### src/hw/rtl/fzc4_pkg.sv
// ---------------------------------------------------------------------------
// fzc4_pkg
// Shared types and constants for the four-channel fractal weight scatter block.
// ---------------------------------------------------------------------------
package fzc4_pkg;

  // Element and layout constants
  localparam int ELEM_BITS       = 16;
  localparam int PADDED_CHANNELS = 4;
  localparam logic [15:0] VALUE_MASK =
    (ELEM_BITS < 16) ? 16'((1 << ELEM_BITS) - 1) : 16'hFFFF;

  // Queue depths
  localparam int MID_DEPTH_DEF = 2;
  localparam int OUT_DEPTH_DEF = 4;

  // Field widths
  localparam int Z_W    = 18;   // (h*W+w)*4+c
  localparam int N_W    = 16;
  localparam int VAL_W  = 16;
  localparam int ADDR_W = 32;

  // Configuration register indexes
  localparam logic [2:0] REG_BATCH_COUNT   = 3'd0;
  localparam logic [2:0] REG_CHAN_COUNT    = 3'd1;
  localparam logic [2:0] REG_KERNEL_HEIGHT = 3'd2;
  localparam logic [2:0] REG_KERNEL_WIDTH  = 3'd3;
  localparam logic [2:0] REG_CUBE_IS_32    = 3'd4;

  typedef struct packed {
    logic [15:0] batch_count;
    logic [2:0]  chan_count;
    logic [7:0]  kernel_height;
    logic [7:0]  kernel_width;
    logic        cube_is_32;
  } cfg_t;

  // Classified element handed from front to back
  typedef struct packed {
    logic [VAL_W-1:0] value;
    logic [Z_W-1:0]   z;
    logic [N_W-1:0]   n;
    logic             last;
  } rec_t;

  // Finished result
  typedef struct packed {
    logic [ADDR_W-1:0] addr;
    logic [VAL_W-1:0]  value;
    logic              last;
    logic              ovf;
  } res_t;

endpackage

### src/hw/rtl/fzc4_fifo.sv
// ---------------------------------------------------------------------------
// fzc4_fifo
// Small first-word-fall-through queue on a register array.
// ---------------------------------------------------------------------------
module fzc4_fifo #(
  parameter int WIDTH = 8,
  parameter int DEPTH = 2,
  localparam int PTR_W = (DEPTH > 1) ? $clog2(DEPTH) : 1,
  localparam int CNT_W = $clog2(DEPTH + 1)
) (
  input  logic             clk,
  input  logic             rst,
  input  logic             push,
  input  logic [WIDTH-1:0] wdata,
  output logic             full,
  input  logic             pop,
  output logic [WIDTH-1:0] rdata,
  output logic             empty,
  output logic [CNT_W-1:0] count
);

  logic [WIDTH-1:0] mem [DEPTH];
  logic [PTR_W-1:0] wr_ptr;
  logic [PTR_W-1:0] rd_ptr;
  logic             do_push;
  logic             do_pop;

  assign full    = (count == CNT_W'(DEPTH));
  assign empty   = (count == '0);
  assign do_push = push && !full;
  assign do_pop  = pop && !empty;
  assign rdata   = mem[rd_ptr];

  // storage
  always_ff @(posedge clk) begin
    if (do_push) begin
      mem[wr_ptr] <= wdata;
    end
  end

  // pointers and fill count
  always_ff @(posedge clk) begin
    if (rst) begin
      wr_ptr <= '0;
      rd_ptr <= '0;
      count  <= '0;
    end else begin
      if (do_push) begin
        wr_ptr <= (wr_ptr == PTR_W'(DEPTH - 1)) ? '0 : wr_ptr + 1'b1;
      end
      if (do_pop) begin
        rd_ptr <= (rd_ptr == PTR_W'(DEPTH - 1)) ? '0 : rd_ptr + 1'b1;
      end
      if (do_push && !do_pop) begin
        count <= count + 1'b1;
      end else if (do_pop && !do_push) begin
        count <= count - 1'b1;
      end
    end
  end

endmodule

### src/hw/rtl/fzc4_front.sv
// ---------------------------------------------------------------------------
// fzc4_front
// Takes elements in NCHW order, tracks the position counters and hands a
// classified record (flat z index, kernel index, last flag) to the queue.
// ---------------------------------------------------------------------------
module fzc4_front (
  input  logic          clk,
  input  logic          rst,
  input  fzc4_pkg::cfg_t cfg,
  input  logic          push,
  input  logic [15:0]   elem_value,
  output logic          full,
  output logic          q_push,
  output fzc4_pkg::rec_t q_data,
  input  logic          q_full
);
  import fzc4_pkg::*;

  logic [15:0] pos_n;
  logic [1:0]  pos_c;
  logic [7:0]  pos_h;
  logic [7:0]  pos_w;

  logic [15:0] nn;
  logic [2:0]  cc;
  logic [7:0]  hh;
  logic [7:0]  ww;
  logic        end_w, end_h, end_c, end_n;
  logic        accept;
  logic [15:0] row_w;

  // effective sizes: zero acts as one, channels clamp to four
  always_comb begin
    nn = (cfg.batch_count == '0) ? 16'd1 : cfg.batch_count;
    hh = (cfg.kernel_height == '0) ? 8'd1 : cfg.kernel_height;
    ww = (cfg.kernel_width == '0) ? 8'd1 : cfg.kernel_width;
    if (cfg.chan_count == '0) begin
      cc = 3'd1;
    end else if (cfg.chan_count > 3'd4) begin
      cc = 3'd4;
    end else begin
      cc = cfg.chan_count;
    end
  end

  // end-of-dimension flags (a counter past a shrunk size counts as at end)
  assign end_w = ({1'b0, pos_w} + 9'd1) >= {1'b0, ww};
  assign end_h = ({1'b0, pos_h} + 9'd1) >= {1'b0, hh};
  assign end_c = ({1'b0, pos_c} + 3'd1) >= cc;
  assign end_n = ({1'b0, pos_n} + 17'd1) >= {1'b0, nn};

  assign full   = q_full;
  assign accept = push && !q_full;
  assign q_push = accept;

  // record build: z = (h*W + w)*4 + c
  assign row_w = 16'(pos_h * ww) + 16'(pos_w);
  always_comb begin
    q_data.value = elem_value & VALUE_MASK;
    q_data.z     = Z_W'(row_w) * Z_W'(PADDED_CHANNELS) + Z_W'(pos_c);
    q_data.n     = pos_n;
    q_data.last  = end_w && end_h && end_c && end_n;
  end

  // position counters, w innermost
  always_ff @(posedge clk) begin
    if (rst) begin
      pos_n <= '0;
      pos_c <= '0;
      pos_h <= '0;
      pos_w <= '0;
    end else if (accept) begin
      if (!end_w) begin
        pos_w <= pos_w + 1'b1;
      end else begin
        pos_w <= '0;
        if (!end_h) begin
          pos_h <= pos_h + 1'b1;
        end else begin
          pos_h <= '0;
          if (!end_c) begin
            pos_c <= pos_c + 1'b1;
          end else begin
            pos_c <= '0;
            pos_n <= end_n ? '0 : pos_n + 1'b1;
          end
        end
      end
    end
  end

endmodule

### src/hw/rtl/fzc4_back.sv
// ---------------------------------------------------------------------------
// fzc4_back
// Turns queued records into destination addresses: a multiply stage, then
// the final add and saturation into the result queue.
// ---------------------------------------------------------------------------
module fzc4_back #(
  parameter int OUT_DEPTH = 4,
  localparam int CNT_W = $clog2(OUT_DEPTH + 1)
) (
  input  logic           clk,
  input  logic           rst,
  input  fzc4_pkg::cfg_t  cfg,
  input  logic           q_empty,
  input  fzc4_pkg::rec_t  q_data,
  output logic           q_pop,
  output logic           o_push,
  output fzc4_pkg::res_t  o_data,
  input  logic           o_full,
  input  logic [CNT_W-1:0] o_count
);
  import fzc4_pkg::*;

  logic [15:0] nn;
  logic [12:0] groups;
  logic [13:0] z_hi;
  logic [4:0]  z_lo;
  logic [26:0] prod_next;
  logic [20:0] base_next;

  // stage 1 registers
  logic        s1_valid;
  logic [26:0] s1_prod;
  logic [20:0] s1_base;
  logic        s1_cube;
  logic [VAL_W-1:0] s1_value;
  logic        s1_last;

  logic [36:0] wide;
  logic [36:0] sum;
  logic        ovf;
  logic [CNT_W:0] room_need;

  // issue only when the result queue can absorb everything in flight
  assign room_need = {1'b0, o_count} + (CNT_W + 1)'(s1_valid);
  assign q_pop     = !q_empty && (room_need < (CNT_W + 1)'(OUT_DEPTH));

  // groups = ceil(N / c0); z split into cube row and column
  always_comb begin
    nn = (cfg.batch_count == '0) ? 16'd1 : cfg.batch_count;
    if (cfg.cube_is_32) begin
      groups = 13'(({1'b0, nn} + 17'd31) >> 5);
      z_hi   = {1'b0, q_data.z[17:5]};
      z_lo   = q_data.z[4:0];
    end else begin
      groups = 13'(({1'b0, nn} + 17'd15) >> 4);
      z_hi   = q_data.z[17:4];
      z_lo   = {1'b0, q_data.z[3:0]};
    end
  end

  // (n/c0)*c0*c0 + (n%c0)*c0 reduces to n*c0
  assign prod_next = 27'(z_hi) * 27'(groups);
  assign base_next = (cfg.cube_is_32 ? {q_data.n, 5'b0} : {1'b0, q_data.n, 4'b0})
                     + 21'(z_lo);

  // multiply stage
  always_ff @(posedge clk) begin
    if (rst) begin
      s1_valid <= 1'b0;
    end else begin
      s1_valid <= q_pop;
    end
  end

  always_ff @(posedge clk) begin
    if (q_pop) begin
      s1_prod  <= prod_next;
      s1_base  <= base_next;
      s1_cube  <= cfg.cube_is_32;
      s1_value <= q_data.value;
      s1_last  <= q_data.last;
    end
  end

  // final add and saturation
  assign wide = s1_cube ? {s1_prod, 10'b0} : {2'b0, s1_prod, 8'b0};
  assign sum  = wide + 37'(s1_base);
  assign ovf  = |sum[36:32];

  always_comb begin
    o_data.ovf   = ovf;
    o_data.addr  = ovf ? '1 : sum[31:0];
    o_data.value = s1_value;
    o_data.last  = s1_last;
  end
  assign o_push = s1_valid;

`ifndef SYNTH
  // a finished result always finds room in the result queue
  a_no_drop: assert property (@(posedge clk) disable iff (rst)
    s1_valid |-> !o_full)
    else $error("result pushed into a full queue");

  // in-flight plus queued results never exceed the queue depth
  a_credit: assert property (@(posedge clk) disable iff (rst)
    room_need <= (CNT_W + 1)'(OUT_DEPTH))
    else $error("result credit overrun");

  // every issued record reaches the multiply stage next cycle
  a_issue: assert property (@(posedge clk) disable iff (rst)
    q_pop |=> s1_valid)
    else $error("issued record lost");
`endif

endmodule

### src/hw/rtl/nchw_to_fractal_z_c04_scatter.sv
// ---------------------------------------------------------------------------
// nchw_to_fractal_z_c04_scatter
// Four-channel fractal weight layout scatter: element in, element plus address out.
// ---------------------------------------------------------------------------
// Usage:
//   Input is a queue write port: present elem_value with push; a beat is
//   taken when push is high and full is low. Elements arrive in NCHW order.
//   Results are a queue read port: while empty is low the oldest result sits
//   on dest_addr/out_value/last_elem/addr_overflow; pop takes it.
//   Registers are written through cfg_valid/cfg_index/cfg_data (cfg_ready is
//   always high); write them only while no beat is in flight.
//   Path of a taken beat: middle queue, multiply stage, then result queue.
//   Throughput: one element per cycle unless the receiver stalls, set by the
//   front counter update and the two-stage address unit (multiply, add, saturate).
//   When the receiver stalls, the result queue fills, the back end stops
//   issuing, the middle queue fills and full rises; no beat is dropped.
//   Reset (rst, synchronous) empties both queues, clears the position
//   counters and restores the register defaults (N=1, C=4, H=1, W=1, c0=16).
//   After the last element of the tensor the position counters wrap to zero.
// ---------------------------------------------------------------------------
module nchw_to_fractal_z_c04_scatter #(
  parameter int MID_DEPTH = fzc4_pkg::MID_DEPTH_DEF,
  parameter int OUT_DEPTH = fzc4_pkg::OUT_DEPTH_DEF
) (
  input  logic        clk,
  input  logic        rst,
  // input queue
  input  logic        push,
  output logic        full,
  input  logic [15:0] elem_value,
  // result queue
  output logic        empty,
  input  logic        pop,
  output logic [31:0] dest_addr,
  output logic [15:0] out_value,
  output logic        last_elem,
  output logic        addr_overflow,
  // configuration
  input  logic        cfg_valid,
  output logic        cfg_ready,
  input  logic [2:0]  cfg_index,
  input  logic [15:0] cfg_data
);
  import fzc4_pkg::*;

  localparam int OUT_CNT_W = $clog2(OUT_DEPTH + 1);
  localparam int MID_CNT_W = $clog2(MID_DEPTH + 1);

  cfg_t cfg;
  rec_t f_data;
  rec_t m_data;
  res_t b_data;
  res_t r_data;
  logic f_push, m_full, m_empty, m_pop;
  logic b_push, o_full;
  logic [OUT_CNT_W-1:0] o_count;
  logic [MID_CNT_W-1:0] m_count;

  // configuration registers
  assign cfg_ready = 1'b1;
  always_ff @(posedge clk) begin
    if (rst) begin
      cfg.batch_count   <= 16'd1;
      cfg.chan_count    <= 3'd4;
      cfg.kernel_height <= 8'd1;
      cfg.kernel_width  <= 8'd1;
      cfg.cube_is_32    <= 1'b0;
    end else if (cfg_valid && cfg_ready) begin
      unique case (cfg_index)
        REG_BATCH_COUNT:   cfg.batch_count   <= cfg_data;
        REG_CHAN_COUNT:    cfg.chan_count    <= cfg_data[2:0];
        REG_KERNEL_HEIGHT: cfg.kernel_height <= cfg_data[7:0];
        REG_KERNEL_WIDTH:  cfg.kernel_width  <= cfg_data[7:0];
        REG_CUBE_IS_32:    cfg.cube_is_32    <= cfg_data[0];
        default: ;
      endcase
    end
  end

  // front: position tracking and classification
  fzc4_front u_front (
    .clk        (clk),
    .rst        (rst),
    .cfg        (cfg),
    .push       (push),
    .elem_value (elem_value),
    .full       (full),
    .q_push     (f_push),
    .q_data     (f_data),
    .q_full     (m_full)
  );

  // queue between front and back
  fzc4_fifo #(
    .WIDTH ($bits(rec_t)),
    .DEPTH (MID_DEPTH)
  ) u_mid_q (
    .clk   (clk),
    .rst   (rst),
    .push  (f_push),
    .wdata (f_data),
    .full  (m_full),
    .pop   (m_pop),
    .rdata (m_data),
    .empty (m_empty),
    .count (m_count)
  );

  // back: address arithmetic
  fzc4_back #(
    .OUT_DEPTH (OUT_DEPTH)
  ) u_back (
    .clk     (clk),
    .rst     (rst),
    .cfg     (cfg),
    .q_empty (m_empty),
    .q_data  (m_data),
    .q_pop   (m_pop),
    .o_push  (b_push),
    .o_data  (b_data),
    .o_full  (o_full),
    .o_count (o_count)
  );

  // result queue
  fzc4_fifo #(
    .WIDTH ($bits(res_t)),
    .DEPTH (OUT_DEPTH)
  ) u_out_q (
    .clk   (clk),
    .rst   (rst),
    .push  (b_push),
    .wdata (b_data),
    .full  (o_full),
    .pop   (pop),
    .rdata (r_data),
    .empty (empty),
    .count (o_count)
  );

  assign dest_addr     = r_data.addr;
  assign out_value     = r_data.value;
  assign last_elem     = r_data.last;
  assign addr_overflow = r_data.ovf;

`ifndef SYNTH
  // the front stalls exactly when the middle queue holds its full depth
  a_full_track: assert property (@(posedge clk) disable iff (rst)
    full == (m_count == MID_CNT_W'(MID_DEPTH)))
    else $error("full out of step with middle queue");
`endif

endmodule

### config.mk
export PLATFORM = sky130hd
export DESIGN_NAME = nchw_to_fractal_z_c04_scatter
export DESIGN_NICKNAME = d
export VERILOG_FILES = /design/src/hw/rtl/fzc4_pkg.sv /design/src/hw/rtl/fzc4_fifo.sv /design/src/hw/rtl/fzc4_front.sv /design/src/hw/rtl/fzc4_back.sv /design/src/hw/rtl/nchw_to_fractal_z_c04_scatter.sv
export SDC_FILE = /design/constraint.sdc
export NUM_CORES = 1
export LEC_CHECK = 0
export BUFFER_PORTS_ARGS = -buffer_cell sky130_fd_sc_hd__buf_4
export CAP_MARGIN = 20
export CORE_ASPECT_RATIO = 1.4
export CORE_UTILIZATION = 35
export DETAILED_ROUTE_END_ITERATION = 12
export PLACE_DENSITY_LB_ADDON = 0.2
export SLEW_MARGIN = 10
export SYNTH_ARGS = -nofsm -noshare
export SYNTH_HDL_FRONTEND = slang
export SYNTH_SLANG_ARGS = --single-unit
### constraint.sdc
create_clock -name clk -period 7.46 [get_ports clk]
set_input_delay 1.119 -clock clk [delete_from_list [all_inputs] [get_ports clk]]
set_output_delay 1.119 -clock clk [all_outputs]
set_load 0.005 [all_outputs]
==> results.toml, run 1 <==
[status]
outcome = "finished, final reports clean"

[setup_path]
start_kind = "flip-flop"
crit_buf_inv = 4
endpoint_kind = "flip-flop"
critPathSlowestCell = "or4_4"
critPathMaxStageDelay_ps = 600
arrival_ps = 7440
path_max_fanout = 8
crit_top_cell = "fa_1"
path_class = "reg2reg"
cp_top_family = "adder cells"
critical_path_required_ps = 7800

[detailed_routing]
wire_per_inst_um = 18.4
routed-via-count = 18036
via_per_inst = 4.97
ant_nets = 0
drtPass1Iterations = 4
totalWireLength_um = 66600
drt-initial-drc-count = 840
drcViolationCount = 0

[placed_design]
port-buffer-count = 91
place_area_um2 = 30300
hpwl_um = 49400
gp_congestion = 0.871

[floorplanning]
rows = 122
dieArea_um2 = 81900
io_pins = 93
fp.dieH_um = 338
initial_utilization_pct = 35.5
fp.dieW_um = 242
core_region_area_um2 = 79500

[cts]
postCtsSetupRepairBufs = 0
tritoncts = "yes"
cts_buffers = 45
clock_latency_ps = 610
cts.sinks = 453
htreeDepth = 2
cts_buffer_depth = 3
clk_pin_slew_ps = 60
cts_root_buffer = "clkbuf_16"

[final_layout]
final_nets = 2925
utilization_pct = 40.1
drive_above_1_share_pct = 14.3
antenna_cells = 0
syn_to_final_growth_pct = 12.9
fin_area_um2 = 31900
nFillCells = 7628

[global_routing]
grt_pass1_vias = 19563
grt_use_total_pct = 16.5
antenna_found_initial = 0
grt_max_degree = 65
grt_pass1_wl_um = 106000
overflow = 0

[yosys]
synth_edf_count = 368
synth_area_um2 = 28300
ys_async_sr_fraction_pct = 0
synth_top_flop_cell = "edfxtp_1"
ys_seq_area_share_pct = 45.1
ys_warn_count = 0
postSynthCellCount = 2442
synth_cell_types = 84
synth-seq-cells = 453
synthesis.nets = 2828
avgSynthCellArea_um2 = 11.6

[sta]
slew_headroom_pct = 26.3
setup_tns_ps = 0
hold_violations = 0
grt_setup_unrepaired = "yes"
finClkSkew_ps = 32.3
max_freq_ghz = 0.141
fin_crit_ps = 7100
setup_viol = 0
tightestPinTransition_ps = 1070
fin_crit_sh_pct = 95.1
final_max_slew_viol_count = 0

[pwr]
p_seq_share_pct = 41.6
ir_drop_v = 0.000219
switchingPower_uw = 2920
p_int_uw = 5940
swShare_pct = 33.0
p_leak_uw = 0.0126
clockPowerShare_pct = 26.3
combPwrFrac_pct = 32.1
powerDensity_nw_per_um2 = 278

[job]
drv_cap = 0

[min_path]
hp-class = "reg2reg"
power by group through the flow:
stage | sequential, uW | combinational (uW) | clock, uW
after floorplan | 3620 | 2010 | 0
after global placement | 3730 | 2830 | 0
after detailed placement | 3750 | 2880 | 0
after CTS | 3700 | 2900 | 2410
after global routing | 3740 | 3180 | 2490
final | 3690 | 2840 | 2330
sequential cells by signal (all words and copies together) (netlist names), 2 cells and up, named ones only:
signal / count
u_back.s1_value: 16
u_back.s1_prod: 27
u_out_q.count: 3
u_mid_q.count: 2
u_out_q.mem: 200
u_back.s1_base: 21
u_mid_q.mem: 102
u_front.pos_n: 16
cfg: 36
u_out_q.wr_ptr: 2
u_front.pos_c: 2
u_front.pos_w: 8
u_out_q.rd_ptr: 2
u_front.pos_h: 8
tightest hold or removal path: stages, from the launching register on:
cell	delay (ps)
dfxtp_1	310
nand2_1	50
a21oi_1	50
logic make-up after synthesis:
| group | count (synthesis) | synth area share, % |
|---|---|---|
| buf+inv | 390 | 5.36 |
| compound gates | 301 | 6.94 |
| mux | 139 | 7.64 |
| xor+xnor | 103 | 3.19 |
| other cells | 2 | 0.0266 |
| fa+ha+maj | 346 | 20.1 |
| simple gates | 708 | 11.7 |
| flops | 453 | 45.1 |
cell usage after synthesis (7+ instances only):
library cell / instances / area share [%]
dfxtp_1: 85 / 6.0
nor2b_1: 29 / 0.64
buf_2: 23 / 0.41
mux4_2: 57 / 4.5
inv_1: 293 / 3.9
mux2i_1: 40 / 1.4
nand3_1: 54 / 0.96
ha_1: 168 / 7.4
o21ai_0: 48 / 0.85
clkbuf_1: 61 / 0.81
o21a_1: 15 / 0.40
fa_1: 178 / 13
xnor2_1: 64 / 2.0
nand2_1: 297 / 3.9
o21ai_1: 7 / 0.12
nor2_1: 136 / 1.8
xor2_1: 39 / 1.2
nand2b_1: 30 / 0.66
nor4_1: 16 / 0.35
buf_1: 8 / 0.11
a21o_1: 26 / 0.69
o22ai_1: 8 / 0.18
and2_1: 52 / 1.2
a41oi_1: 10 / 0.31
nand4_1: 12 / 0.27
a211oi_1: 11 / 0.29
a31oi_1: 7 / 0.15
and3_1: 17 / 0.38
or2_2: 7 / 0.15
mux2_2: 42 / 1.7
nor3_1: 29 / 0.51
edfxtp_1: 368 / 39
a21oi_1: 108 / 1.9
final timing paths:
check        startpoint                  to  slack, ps  depth (start not counted)
min reg2reg     cfg[16]             cfg[16]        460                          2
max             cfg[20]  u_back.s1_prod[24]        360                         26
min             cfg[16]             cfg[16]        460                          2
max reg2reg     cfg[20]  u_back.s1_prod[24]        360                         26
through the flow:
step	hold slack, ps	power, uW	std cells	worst slack, ps
3_5_place_dp	454	6630	3546	-3.79
4_1_cts	465	9010	3628	53.3
5_1_grt	496	9410	3628	-102
6_report	464	8860	3628	362
2_1_floorplan	403	5630	2442	662
3_3_place_gp	448	6560	3546	147
layer usage:
metal	wire (um)	track usage, %
met4	2160	5.96
met3	1980	2.01
met2	36500	32.3
met5	0	0
met1	26000	17.9
final cells by class:
cell class / instances / area, um^2 / area share [%]
Timing Repair Buffer: 146 / 1110 / 3.48
Inverter: 294 / 1100 / 3.46
Tap cell: 1054 / 1320 / 4.13
Multi-Input combinational cell: 1599 / 14100 / 44.1
Clock inverter: 27 / 329 / 1.03
Sequential cell: 453 / 12800 / 40.0
Clock buffer: 55 / 1190 / 3.75
what timing repair did:
item	CTS	global route
endpoints found under the setup margin	1	7
resized for setup	1	14
pin swaps	0	1
hold buffers	0	0
cells in the final DEF, fill, tap and decap left out, types with 6 or more instances in the layout:
cell / netlist / final
nand2b_1: 30 / 30
xor2_1: 39 / 39
nor2_1: 136 / 135
clkinv_1: 1 / 6
a21o_1: 26 / 26
nand4_1: 12 / 12
or3_1: 6 / 6
mux4_2: 57 / 57
fa_1: 178 / 178
a31oi_1: 7 / 6
a211oi_1: 11 / 11
inv_1: 293 / 292
a21oi_1: 108 / 108
mux2_2: 42 / 42
clkinv_2: 0 / 10
o21ai_0: 48 / 48
mux2i_1: 40 / 40
and2_1: 52 / 48
o22ai_1: 8 / 8
clkbuf_1: 61 / 8
xnor2_1: 64 / 64
a41oi_1: 10 / 10
o21a_1: 15 / 15
nor4_1: 16 / 13
ha_1: 168 / 168
nand2_1: 297 / 297
or2_2: 7 / 7
buf_4: 2 / 145
nor2b_1: 29 / 29
clkbuf_16: 0 / 46
nor3_1: 29 / 26
dfxtp_1: 85 / 80
and3_1: 17 / 16
nand3_1: 54 / 54
edfxtp_1: 368 / 368
No activity file was read; power rests on OpenSTA's default activity.
==> inputs of run 2 (changes only) <==
--- a/config.mk
+++ b/config.mk
@@ -8,7 +8,7 @@
 export BUFFER_PORTS_ARGS = -buffer_cell sky130_fd_sc_hd__buf_4
 export CAP_MARGIN = 20
 export CORE_ASPECT_RATIO = 1.4
-export CORE_UTILIZATION = 35
+export CORE_UTILIZATION = 57
 export DETAILED_ROUTE_END_ITERATION = 12
 export PLACE_DENSITY_LB_ADDON = 0.2
 export SLEW_MARGIN = 10
==> constraint.sdc (replaced) <==
create_clock -name clk -period 5.7 [get_ports clk]
set_input_delay 0.855 -clock clk [delete_from_list [all_inputs] [get_ports clk]]
set_output_delay 0.855 -clock clk [all_outputs]
set_load 0.005 [all_outputs]
==> run 2 against run 1 <==
The flow now finishes with violations (setup timing). Clock power is 24% higher. Global-route usage is 9.6 points higher. Largest cell class unchanged. Final cell count is 5.8% lower. Via count is 5.6% higher.
==> results.toml, run 2 (same netlist as run 1, synthesis figures left out) <==
[global_routing]
grt_pass1_wl_um = 103000
grt_use_total_pct = 26.1
grt_max_degree = 68
antenna_found_initial = 0
overflow = 0
grt_pass1_vias = 20360

[pwr]
switchingPower_uw = 3900
clockPowerShare_pct = 24.3
p_seq_share_pct = 40.6
swShare_pct = 32.7
p_int_uw = 8030
combPwrFrac_pct = 35.1
ir_drop_v = 0.000297
powerDensity_nw_per_um2 = 352
power_uw = 11900
p_leak_uw = 0.0136

[status]
failed_checks = "setup timing"
outcome = "finished with violations"

[detailed_routing]
totalWireLength_um = 64300
drtPass1Iterations = 8
routed-via-count = 19050
drcViolationCount = 0
wire_per_inst_um = 18.8
ant_nets = 0
drt-initial-drc-count = 1260
via_per_inst = 5.57

[setup_path]
arrival_ps = 6900
r2r_start = "cfg[23]"
cp-startpoint = "cfg[23]"
start_kind = "flip-flop"
critical_path_required_ps = 6000
reg2reg_depth = 26
path_class = "reg2reg"
endpoint_kind = "flip-flop"
path_max_fanout = 6

[final_layout]
drive_above_1_share_pct = 26.7
final_nets = 3134
antenna_cells = 0
syn_to_final_growth_pct = 20.0
top_register = "u_out_q.mem"
top_regs = "u_out_q.mem: 200 flops, u_mid_q.mem: 102 flops, cfg: 36 flops"
final_cell_mix = "edfxtp_1, buf_4, nand2_1, inv_1, fa_1"
largest_reg_flops = 200
final_common_cell = "edfxtp_1"
final_cell_count_no_fill = 3418

[sta]
hold_violations = 0
fin_crit_sh_pct = 116
max_freq_ghz = 0.152
setup_viol = 18
finClkSkew_ps = 33.1
fin_hold_ws_ps = 470
grt_setup_unrepaired = "yes"
final_max_slew_viol_count = 0
slew_headroom_pct = 36.2
tightestPinTransition_ps = 956
worst_slack_ps = -892
fin_crit_ps = 6590

[floorplanning]
rows = 96
core_region_area_um2 = 49000
dieArea_um2 = 50500
initial_utilization_pct = 57.6
fp.dieH_um = 265
io_pins = 93
fp.dieW_um = 190

[cts]
cts.sinks = 453
cts_root_buffer = "clkbuf_16"
clock_latency_ps = 580
cts_buffers = 42
clk_pin_slew_ps = 60
cts_hold_buf = 0
cts_buffer_depth = 3
tritoncts = "yes"
htreeDepth = 2

[placed_design]
port-buffer-count = 91
placed_cells = 3306
hpwl_um = 46700
gp_congestion = 0.930
pre_cts_ws_ps = -1020

[min_path]
hp-class = "reg2reg"
worstHoldStart = "u_front.pos_w[5]"
worstHoldPathCells = 2

[job]
drv_cap = 0
[run 2: final cells by class]
type	instances	area [um^2]
flip-flops and latches	453	12800
repair buffers	358	2830
inverters	294	1100
clock inverters	18	263
clock buffers	59	1190
multi-input cells	1599	15000
fillers	3492	15100
well taps	637	797
[run 2: final timing paths]
path | endpoint | slack, ps
max reg2reg | u_back.s1_prod[25] | -890
max | u_back.s1_prod[25] | -890
min reg2reg | u_front.pos_w[5] | 470
min | u_front.pos_w[5] | 470
[run 2: power by group through the flow]
stage	clock [uW]	sequential (uW)	combinational, uW
CTS	2940	4840	4050
finish	2900	4840	4190
floorplan	0	4740	2690
global placement	0	4860	3850
global route	3050	4910	4640
detailed placement	0	4910	3970
[run 2: per-layer routing]
metal  wire, um  track usage [%]  part of all wire, %
met5          0                0                    0
met4       2610             10.7                  4.1
met3       2290             2.28                  3.6
met2      34700             49.0                   54
met1      24600             30.2                   38
[run 2: repair_timing]
action	4_1_cts	5_1_grt
resized for setup	73	134
setup buffers	20	20
pin swaps	35	84
endpoints found under the setup margin	19	20
[run 2: critical path: stages, from the launching register on]
cell     delay (ps)
dfxtp_2         320
or4_4           570
buf_8           170
nor2_4          120
buf_4           140
o21a_1          150
a221o_1         240
nor2_2           70
fa_1            520
inv_2            50
fa_1            560
inv_2            50
fa_1            490
fa_1            520
inv_2            50
fa_1            540
inv_2            50
ha_4            150
buf_4           140
o21a_1          220
o32ai_4         120
a21o_1          170
o21ai_2          80
o31a_1          320
o31ai_2         250
o21ai_1         120
xnor2_1         130
[run 2: through the flow]
step	instance area (um^2)	setup TNS [ps]	util [%]
global route	33900	-13850	69.2
detailed placement	31300	-12020	63.9
global placement	31300	-10070	63.9
finish	33900	-10940	69.2
floorplan	28500	-4800	-
CTS	33200	-9580	67.8
